## config.mk

```make
export PLATFORM = sky130hd
export DESIGN_NAME = humidity_temp_frame_decode
export DESIGN_NICKNAME = d
export VERILOG_FILES = /design/src/rtl/core/htfd_pkg.sv /design/src/rtl/core/humidity_temp_frame_decode.sv /design/src/rtl/core/htfd_front.sv /design/src/rtl/core/htfd_mid.sv /design/src/rtl/core/htfd_out.sv
export SDC_FILE = /design/constraint.sdc
export NUM_CORES = 1
export LEC_CHECK = 0
export BUFFER_PORTS_ARGS = -buffer_cell sky130_fd_sc_hd__buf_2
export CAP_MARGIN = 20
export CORE_MARGIN = 4
export CORE_UTILIZATION = 61
export CTS_CLUSTER_SIZE = 40
export DETAILED_ROUTE_END_ITERATION = 12
export HOLD_SLACK_MARGIN = 0.1
export PLACE_DENSITY = 0.87
export SYNTH_ARGS = -nofsm -noshare
export SYNTH_HDL_FRONTEND = slang
export SYNTH_SLANG_ARGS = --single-unit
```

## constraint.sdc

```tcl
create_clock -name clk -period 7.55 [get_ports clk]
set_clock_uncertainty 0.05 [all_clocks]
set_input_delay 0.755 -clock clk [delete_from_list [all_inputs] [get_ports clk]]
set_output_delay 0.755 -clock clk [all_outputs]
set_load 0.005 [all_outputs]
```

## src/rtl/core/htfd_pkg.sv

```systemverilog
// ----------------------------------------------------------------------------
// htfd_pkg
// Shared types, constants and helpers for the measurement frame decoder.
// ----------------------------------------------------------------------------
package htfd_pkg;

  localparam logic [7:0]  CRC_INIT    = 8'hFF;
  localparam logic [7:0]  CRC_POLY    = 8'h31;
  localparam logic [10:0] TEMP_SPAN   = 11'd1750;
  localparam logic [9:0]  HUM_SPAN    = 10'd1000;
  localparam logic [8:0]  TEMP_OFFSET = 9'd450;
  localparam logic [6:0]  OUT_SCALE   = 7'd100;

  localparam int TPROD_W = 27;  // 1750 * 65535 < 2**27
  localparam int HPROD_W = 26;  // 1000 * 65535 < 2**26

  typedef struct packed {
    logic [7:0] temp_msb;
    logic [7:0] temp_lsb;
    logic [7:0] temp_check;
    logic [7:0] hum_msb;
    logic [7:0] hum_lsb;
    logic [7:0] hum_check;
  } in_word_t;

  typedef struct packed {
    logic signed [17:0] temp_milli_c;
    logic [16:0]        hum_milli_pct;
    logic               check_fail;
  } out_word_t;

  // after first stage: CRC over the high bytes, scaled raw words
  typedef struct packed {
    logic [7:0]         crc_t;
    logic [7:0]         crc_h;
    logic [7:0]         temp_lsb;
    logic [7:0]         hum_lsb;
    logic [7:0]         temp_check;
    logic [7:0]         hum_check;
    logic [TPROD_W-1:0] tprod;
    logic [HPROD_W-1:0] hprod;
  } s1_t;

  // after second stage: full CRCs, quotients
  typedef struct packed {
    logic [7:0]  crc_t;
    logic [7:0]  crc_h;
    logic [7:0]  temp_check;
    logic [7:0]  hum_check;
    logic [10:0] qt;
    logic [9:0]  qh;
  } s2_t;

  // one byte of CRC-8, MSB first, no reflection
  function automatic logic [7:0] crc8_byte(input logic [7:0] crc_in,
                                           input logic [7:0] data);
    logic [7:0] c;
    c = crc_in ^ data;
    for (int b = 0; b < 8; b++) begin
      if (c[7]) c = {c[6:0], 1'b0} ^ CRC_POLY;
      else      c = {c[6:0], 1'b0};
    end
    return c;
  endfunction

  // floor(x / 65535) for x < 65535 * 65536: (x + (x >> 16) + 1) >> 16
  function automatic logic [11:0] div_ffff(input logic [TPROD_W-1:0] x);
    logic [TPROD_W:0] s;
    s = {1'b0, x} + (TPROD_W+1)'(x >> 16) + (TPROD_W+1)'(1);
    return s[TPROD_W:16];
  endfunction

endpackage

```

## src/rtl/core/humidity_temp_frame_decode.sv

```systemverilog
// ----------------------------------------------------------------------------
// humidity_temp_frame_decode
// Decodes a six-byte humidity/temperature measurement frame.
// ----------------------------------------------------------------------------
// Takes one frame word per cycle and returns one result word per frame, in
// order. Stage 1 runs the CRC-8 (poly 0x31, init 0xFF) over each high byte
// and multiplies the raw words by their span, stage 2 finishes the CRCs and
// divides by 65535 with an add-and-shift, stage 3 compares the CRCs and
// scales to milli-units into the output register. Sustained rate is one word
// per cycle; a stall on the output fills bubbles first, so input keeps
// flowing until all three stages hold a word. On a CRC mismatch check_fail
// is set and both values read zero.
module humidity_temp_frame_decode import htfd_pkg::*; (
  input  logic      clk,
  input  logic      rst,
  input  logic      in_valid,
  output logic      in_ready,
  input  in_word_t  in_word,
  output logic      out_valid,
  input  logic      out_ready,
  output out_word_t out_word
);

  logic s1_valid;
  logic s1_ready;
  s1_t  s1_data;
  logic s2_valid;
  logic s2_ready;
  s2_t  s2_data;

  htfd_front u_front (
    .clk       (clk),
    .rst       (rst),
    .in_valid  (in_valid),
    .in_ready  (in_ready),
    .in_word   (in_word),
    .out_valid (s1_valid),
    .out_ready (s1_ready),
    .out_data  (s1_data)
  );

  htfd_mid u_mid (
    .clk       (clk),
    .rst       (rst),
    .in_valid  (s1_valid),
    .in_ready  (s1_ready),
    .in_data   (s1_data),
    .out_valid (s2_valid),
    .out_ready (s2_ready),
    .out_data  (s2_data)
  );

  htfd_out u_out (
    .clk       (clk),
    .rst       (rst),
    .in_valid  (s2_valid),
    .in_ready  (s2_ready),
    .in_data   (s2_data),
    .out_valid (out_valid),
    .out_ready (out_ready),
    .out_word  (out_word)
  );

endmodule

```

## src/rtl/core/htfd_front.sv

```systemverilog
// ----------------------------------------------------------------------------
// htfd_front
// Stage 1: CRC over the high bytes, raw words times their span constants.
// ----------------------------------------------------------------------------
module htfd_front import htfd_pkg::*; (
  input  logic     clk,
  input  logic     rst,
  input  logic     in_valid,
  output logic     in_ready,
  input  in_word_t in_word,
  output logic     out_valid,
  input  logic     out_ready,
  output s1_t      out_data
);

  s1_t  data_next;
  logic valid;
  s1_t  data;

  assign in_ready  = !valid || out_ready;
  assign out_valid = valid;
  assign out_data  = data;

  always_comb begin
    data_next.crc_t      = crc8_byte(CRC_INIT, in_word.temp_msb);
    data_next.crc_h      = crc8_byte(CRC_INIT, in_word.hum_msb);
    data_next.temp_lsb   = in_word.temp_lsb;
    data_next.hum_lsb    = in_word.hum_lsb;
    data_next.temp_check = in_word.temp_check;
    data_next.hum_check  = in_word.hum_check;
    data_next.tprod      = TPROD_W'(TEMP_SPAN) *
                           TPROD_W'({in_word.temp_msb, in_word.temp_lsb});
    data_next.hprod      = HPROD_W'(HUM_SPAN) *
                           HPROD_W'({in_word.hum_msb, in_word.hum_lsb});
  end

  always_ff @(posedge clk) begin
    if (rst) begin
      valid <= 1'b0;
    end else if (in_ready) begin
      valid <= in_valid;
    end
  end

  always_ff @(posedge clk) begin
    if (in_valid && in_ready) begin
      data <= data_next;
    end
  end

endmodule

```

## src/rtl/core/htfd_mid.sv

```systemverilog
// ----------------------------------------------------------------------------
// htfd_mid
// Stage 2: CRC over the low bytes, quotients by 65535.
// ----------------------------------------------------------------------------
module htfd_mid import htfd_pkg::*; (
  input  logic clk,
  input  logic rst,
  input  logic in_valid,
  output logic in_ready,
  input  s1_t  in_data,
  output logic out_valid,
  input  logic out_ready,
  output s2_t  out_data
);

  s2_t         data_next;
  logic [11:0] qt_full;
  logic [11:0] qh_full;
  logic        valid;
  s2_t         data;

  assign in_ready  = !valid || out_ready;
  assign out_valid = valid;
  assign out_data  = data;

  always_comb begin
    qt_full              = div_ffff(in_data.tprod);
    qh_full              = div_ffff(TPROD_W'(in_data.hprod));
    data_next.crc_t      = crc8_byte(in_data.crc_t, in_data.temp_lsb);
    data_next.crc_h      = crc8_byte(in_data.crc_h, in_data.hum_lsb);
    data_next.temp_check = in_data.temp_check;
    data_next.hum_check  = in_data.hum_check;
    data_next.qt         = qt_full[10:0];
    data_next.qh         = qh_full[9:0];
  end

  always_ff @(posedge clk) begin
    if (rst) begin
      valid <= 1'b0;
    end else if (in_ready) begin
      valid <= in_valid;
    end
  end

  always_ff @(posedge clk) begin
    if (in_valid && in_ready) begin
      data <= data_next;
    end
  end

endmodule

```

## src/rtl/core/htfd_out.sv

```systemverilog
// ----------------------------------------------------------------------------
// htfd_out
// Stage 3: CRC compare, offset and scale to milli-units, output register.
// ----------------------------------------------------------------------------
module htfd_out import htfd_pkg::*; (
  input  logic      clk,
  input  logic      rst,
  input  logic      in_valid,
  output logic      in_ready,
  input  s2_t       in_data,
  output logic      out_valid,
  input  logic      out_ready,
  output out_word_t out_word
);

  out_word_t          word_next;
  logic               bad;
  logic signed [11:0] t_off;
  logic signed [17:0] temp_val;
  logic [16:0]        hum_val;
  logic               valid;
  out_word_t          word;

  assign in_ready  = !valid || out_ready;
  assign out_valid = valid;
  assign out_word  = word;

  always_comb begin
    bad      = (in_data.crc_t != in_data.temp_check) ||
               (in_data.crc_h != in_data.hum_check);
    t_off    = $signed({1'b0, in_data.qt}) - $signed({3'b000, TEMP_OFFSET});
    temp_val = 18'(t_off) * $signed({11'd0, OUT_SCALE});
    hum_val  = 17'(in_data.qh) * 17'(OUT_SCALE);
    word_next.temp_milli_c  = bad ? '0 : temp_val;
    word_next.hum_milli_pct = bad ? '0 : hum_val;
    word_next.check_fail    = bad;
  end

  always_ff @(posedge clk) begin
    if (rst) begin
      valid <= 1'b0;
    end else if (in_ready) begin
      valid <= in_valid;
    end
  end

  always_ff @(posedge clk) begin
    if (in_valid && in_ready) begin
      word <= word_next;
    end
  end

endmodule

```

* After elaboration in Yosys (flattened, before gate mapping)
Cells that the tools add are included.
Word-level totals: output and inout bits 38, register bits 189, bits of input ports 52
Cells by class: equal/unequal tests 2, bitwise operators 36, multiply operators 4, reduce and logical (&&, ||, !) cells 10, add/sub/neg operators 5, multiplexer cells 32
Operators by type and width (count):
- 2-to-1 mux 6 bit | 32
- inverter 3 bit | 32
- adder 27 x 1 -> 27 bit (second input constant) | 1
- adder 27 x 11 -> 27 bit | 1
- adder 26 x 1 -> 26 bit (second input constant) | 1
- adder 26 x 10 -> 26 bit | 1
- multiplier 10 x 16 -> 26 bit (first input constant) | 1
- multiplier 7 x 16 -> 23 bit (first input constant) | 1
- multiplier 12 x 6 -> 16 bit (second input constant) | 1
- inequality test 8 bit | 2
- inverter 8 bit | 2
- bitwise XOR 8 bit | 2
- multiplier 10 x 5 -> 15 bit (second input constant) | 1
- subtractor 11 x 9 -> 12 bit (second input constant) | 1
- logical OR 1 bit | 4
- logical AND 1 bit | 3
- zero test 1 bit | 3

* Longest topological paths before layout
word-level depth 17, gate-level depth with buffers 18, depth with buffers taken out 18

* Modules after synthesis
Synthesis repeated with hierarchy kept, for this count alone.
Unflattened totals: cell total of the unflattened synthesis 1420, area, all modules 15949.0 µm²
Modules (own cells, without submodules):
- htfd_front | seq. area each 2842.7 µm², instances 1, area each 9596.7 µm², cells an instance 842
- htfd_out | seq. area each 980.9 µm², instances 1, area each 3479.6 µm², cells an instance 362
- htfd_mid | seq. area each 1611.5 µm², instances 1, area each 2872.8 µm², cells an instance 216

* Worst setup path before layout
OpenSTA, ideal clock, no wires.
path type input to register, start input out_ready, end register u_front.data, in the netlist u_front.out_data[100] (enable), setup time 0.603 ns, slack 1.330 ns, arrival time 5.567 ns, cell stages on the path 2, cell sequence nor2b_1 -> a31oi_1
On the way: word-level cells in the longest chain between the ends 4
RTL lines:
- from (decl) | line humidity_temp_frame_decode.sv:20 | input logic out_ready,
- logical OR 1 bit | line htfd_out.sv:24 | assign in_ready = !valid || out_ready;
- logical OR 1 bit | line htfd_mid.sv:22 | assign in_ready = !valid || out_ready;
- logical OR 1 bit | line htfd_front.sv:20 | assign in_ready = !valid || out_ready;
- logical AND 1 bit | line htfd_front.sv:46 | if (in_valid && in_ready) begin
- to (signal assigned) | line htfd_front.sv:47 | data <= data_next;
- to (decl) | line htfd_front.sv:18 | s1_t data;
No other way between the ends. A chain may end at the register's enable or synchronous reset.

==> flow_metrics.tcl <==
set metrics [dict create \
    status "complete, no violations" \
    worst_setup_path_start_kind "primary input" \
    grtUsageMet3 0.0448 \
    drtPass1Iterations 5 \
    grt_remaining_overflow 0 \
    routedWlPerCell_um 17.0 \
    h-tree-depth 4 \
    routed_wl_mm 31.2 \
    max-slew-margin-rel 0.530 \
    grt_pass1_vias 10658 \
    min_period_ns 5.08 \
    synth_most_common_cell "inv_1" \
    p_per_area_mw_per_mm2 421 \
    ys_top_cells_by_area "edfxtp_1 34%, ha_1 18%, fa_1 16%" \
    clock-sinks 182 \
    fin_cells 1836 \
    synth_warnings 0 \
    cts_root_buffer "clkbuf_16" \
    port_buffers 85 \
    cp.required_ns 7.68 \
    crit_fanout 7 \
    synthArstFlopShare 0 \
    synth-seq-cells 182 \
    path_buf_inv 5 \
    maxSlewViolCount 0 \
    synth_cells 1393 \
    die_w_um 168 \
    grt_pass1_wl_mm 51.6 \
    synth-edff-count 179 \
    cts-buffers-inserted 17 \
    gr-max-usage-layer "met2" \
    drive_above_1_share 0.0937 \
    fill_cells 1805 \
    drtIter0Drc 754 \
    die-area_sq_mm 0.0283 \
    crit_type "in2reg" \
    yosys_most_used_dff "edfxtp_1" \
    grt_antenna_before_repair 6 \
    synth_top_area_share 0.343 \
    post_cts_buffers 0 \
    use_met1 0.289 \
    setup_viol 0 \
    synthToLayoutAreaGrowth_pct 9.25 \
    worstMarginPinSlew_ns 0.687 \
    end_kind "flop" \
    synth_commonest_cells "280 x inv_1, 231 x ha_1, 179 x edfxtp_1, 124 x fa_1, 110 x xnor2_1" \
    hp-class "reg2reg" \
    synth_compound_area_frac 0.0812 \
    start_util 0.621 \
    clk_path_buf_depth 2 \
    crit_family "adder cells" \
    insertion_delay_ns 0.44 \
    dp_slack_ns 2.02 \
    totalNegativeSetupSlack_ns 0 \
    synth_cell_type_count 64 \
    dp.cells 1803 \
    dieHeight_um 168 \
    drc_errors 0 \
    fin_nets 1899 \
    max-cap-violations 0 \
    worst_ep_arrival_time_ns 5.21 \
    synthAdderAreaFrac 0.343 \
    crit_slowest_cell "fa_1" \
    clkSlewWorstSetupHoldPaths_ns 0.06 \
    cts_tree "done" \
    fp.coreArea_sq_mm 0.0253 \
    grt_setup_unrepaired "false" \
    use_met2 0.389 \
    setup_ws_ns 2.47 \
    synth_top_family_by_area "adder cells" \
    gp_congestion 0.923 \
    vdd_drop_max_mv 0.269 \
    ios 90 \
    ant_nets 0 \
    synth_mux_area_frac 0.000639 \
    hold_viol 0 \
    syn_area_per_cell_sq_um 11.3 \
    synth_xor_area_frac 0.0961 \
    cts_hold_buf 0 \
    avgViaCountPerCell 5.55 \
    path_cells "buf_2, ha_1, inv_1, fa_1, inv_1, fa_1, fa_1, inv_1, fa_1, inv_1, ha_1, a21o_1, a21o_1, a221oi_1, o21a_1, nor2_1, a311oi_1, xnor2_1" \
    crit_path_max_incr_delay_ns 0.55 \
    grt_use_total 0.227 \
    rows 58 \
    finalCritPeriodShare 0.673 \
    yosys.area.top_type "edfxtp_1" \
    synth_simple_gate_area_frac 0.0607 \
    p_leak_nw 8.09 \
    ys_seq_area_frac 0.347 \
    cts-resized-gates 0 \
    max_freq_mhz 197 \
    hpwl_mm 25.1 \
    syn-cell-area_sq_mm 0.0157 \
    vias 10186 \
    grt_max_degree 54 \
]
==> per-stage QoR <==
| step | util | instance area, sq um | hold slack (ns) | power, mW |
|---|---|---|---|---|
| 2_1_floorplan | - | 15700 | 0.350 | 5.19 |
| 3_3_place_gp | 0.654 | 16500 | 0.354 | 6.00 |
| 3_5_place_dp | 0.654 | 16500 | 0.355 | 6.21 |
| 4_1_cts | 0.678 | 17100 | 0.369 | 7.20 |
| 5_1_grt | 0.678 | 17100 | 0.372 | 7.87 |
| 6_report | 0.678 | 17100 | 0.370 | 7.21 |
==> metal layers <==
| layer | vias up | wire [um] |
|---|---|---|
| li1 | 4869 | - |
| met1 | 4929 | 12900 |
| met2 | 296 | 15500 |
| met3 | 82 | 1870 |
| met4 | 10 | 955 |
| met5 | - | 60 |
==> final cells by class <==
cell class | count | area (sq um) | area share
Multi-Input combinational cell | 921 | 9160 | 0.535
Sequential cell | 182 | 5440 | 0.317
Inverter | 280 | 1050 | 0.0614
Timing Repair Buffer | 90 | 463 | 0.0270
Clock buffer | 17 | 425 | 0.0248
Tap cell | 330 | 413 | 0.0241
Clock inverter | 15 | 178 | 0.0104
Antenna cell | 1 | 2.50 | 0.000146
==> layout by cell type (no fill, tap or decap), drive strengths merged, types with 11 or more instances in the layout <==
master and count:
inv 283, xor2 62, fa 124, nor3 14, a21oi 55, o21ai 34
edfxtp 179, buf 90, a21o 29, o21bai 11, xnor2 110, nand3 20
ha 231, nor2 74, clkbuf 17, nand2 41
==> worst reg2reg max path, stage by stage, from the launching register on <==
cell	delay, ns
edfxtp_1	0.47
inv_1	0.12
ha_1	0.25
or4b_1	0.54
nand2_1	0.20
fa_1	0.43
ha_1	0.32
ha_1	0.23
fa_1	0.41
a21o_1	0.18
a21oi_1	0.24
o21ai_0	0.16
o41ai_1	0.43
o21ai_0	0.20
xnor2_1	0.16
nor2_1	0.05
==> sequential cells by signal, indices dropped and copies added (netlist names) <==
| signal | count |
|---|---|
| u_mid.out_data | 53 |
| u_front.out_valid | 1 |
| u_out.out_word | 32 |
| u_out.out_valid | 1 |
| u_front.out_data | 94 |
| u_mid.out_valid | 1 |
==> path summary, 6_finish.rpt <==
kind	endpoint	slack [ns]	depth (start not counted)	startpoint
min	u_mid.out_data[30]	0.37	0	u_front.out_data[62]
max	u_front.out_data[44]	2.47	18	in_word[41]
max reg2reg	u_out.out_word[35]	2.85	15	u_mid.out_data[11]
min reg2reg	u_mid.out_data[30]	0.37	0	u_front.out_data[62]
==> cells by family after synthesis <==
group           Yosys count
compound gates          189
buf+inv                 293
simple gates            200
flops                   182
fa+ha+maj               355
other cells               1
xor+xnor                172
mux                       1
==> where the power goes <==
part           internal, mW  switching, mW
clock                 0.523          0.389
sequential             1.53          0.148
combinational          1.96           2.67
(Power assumes the default switching activity.)
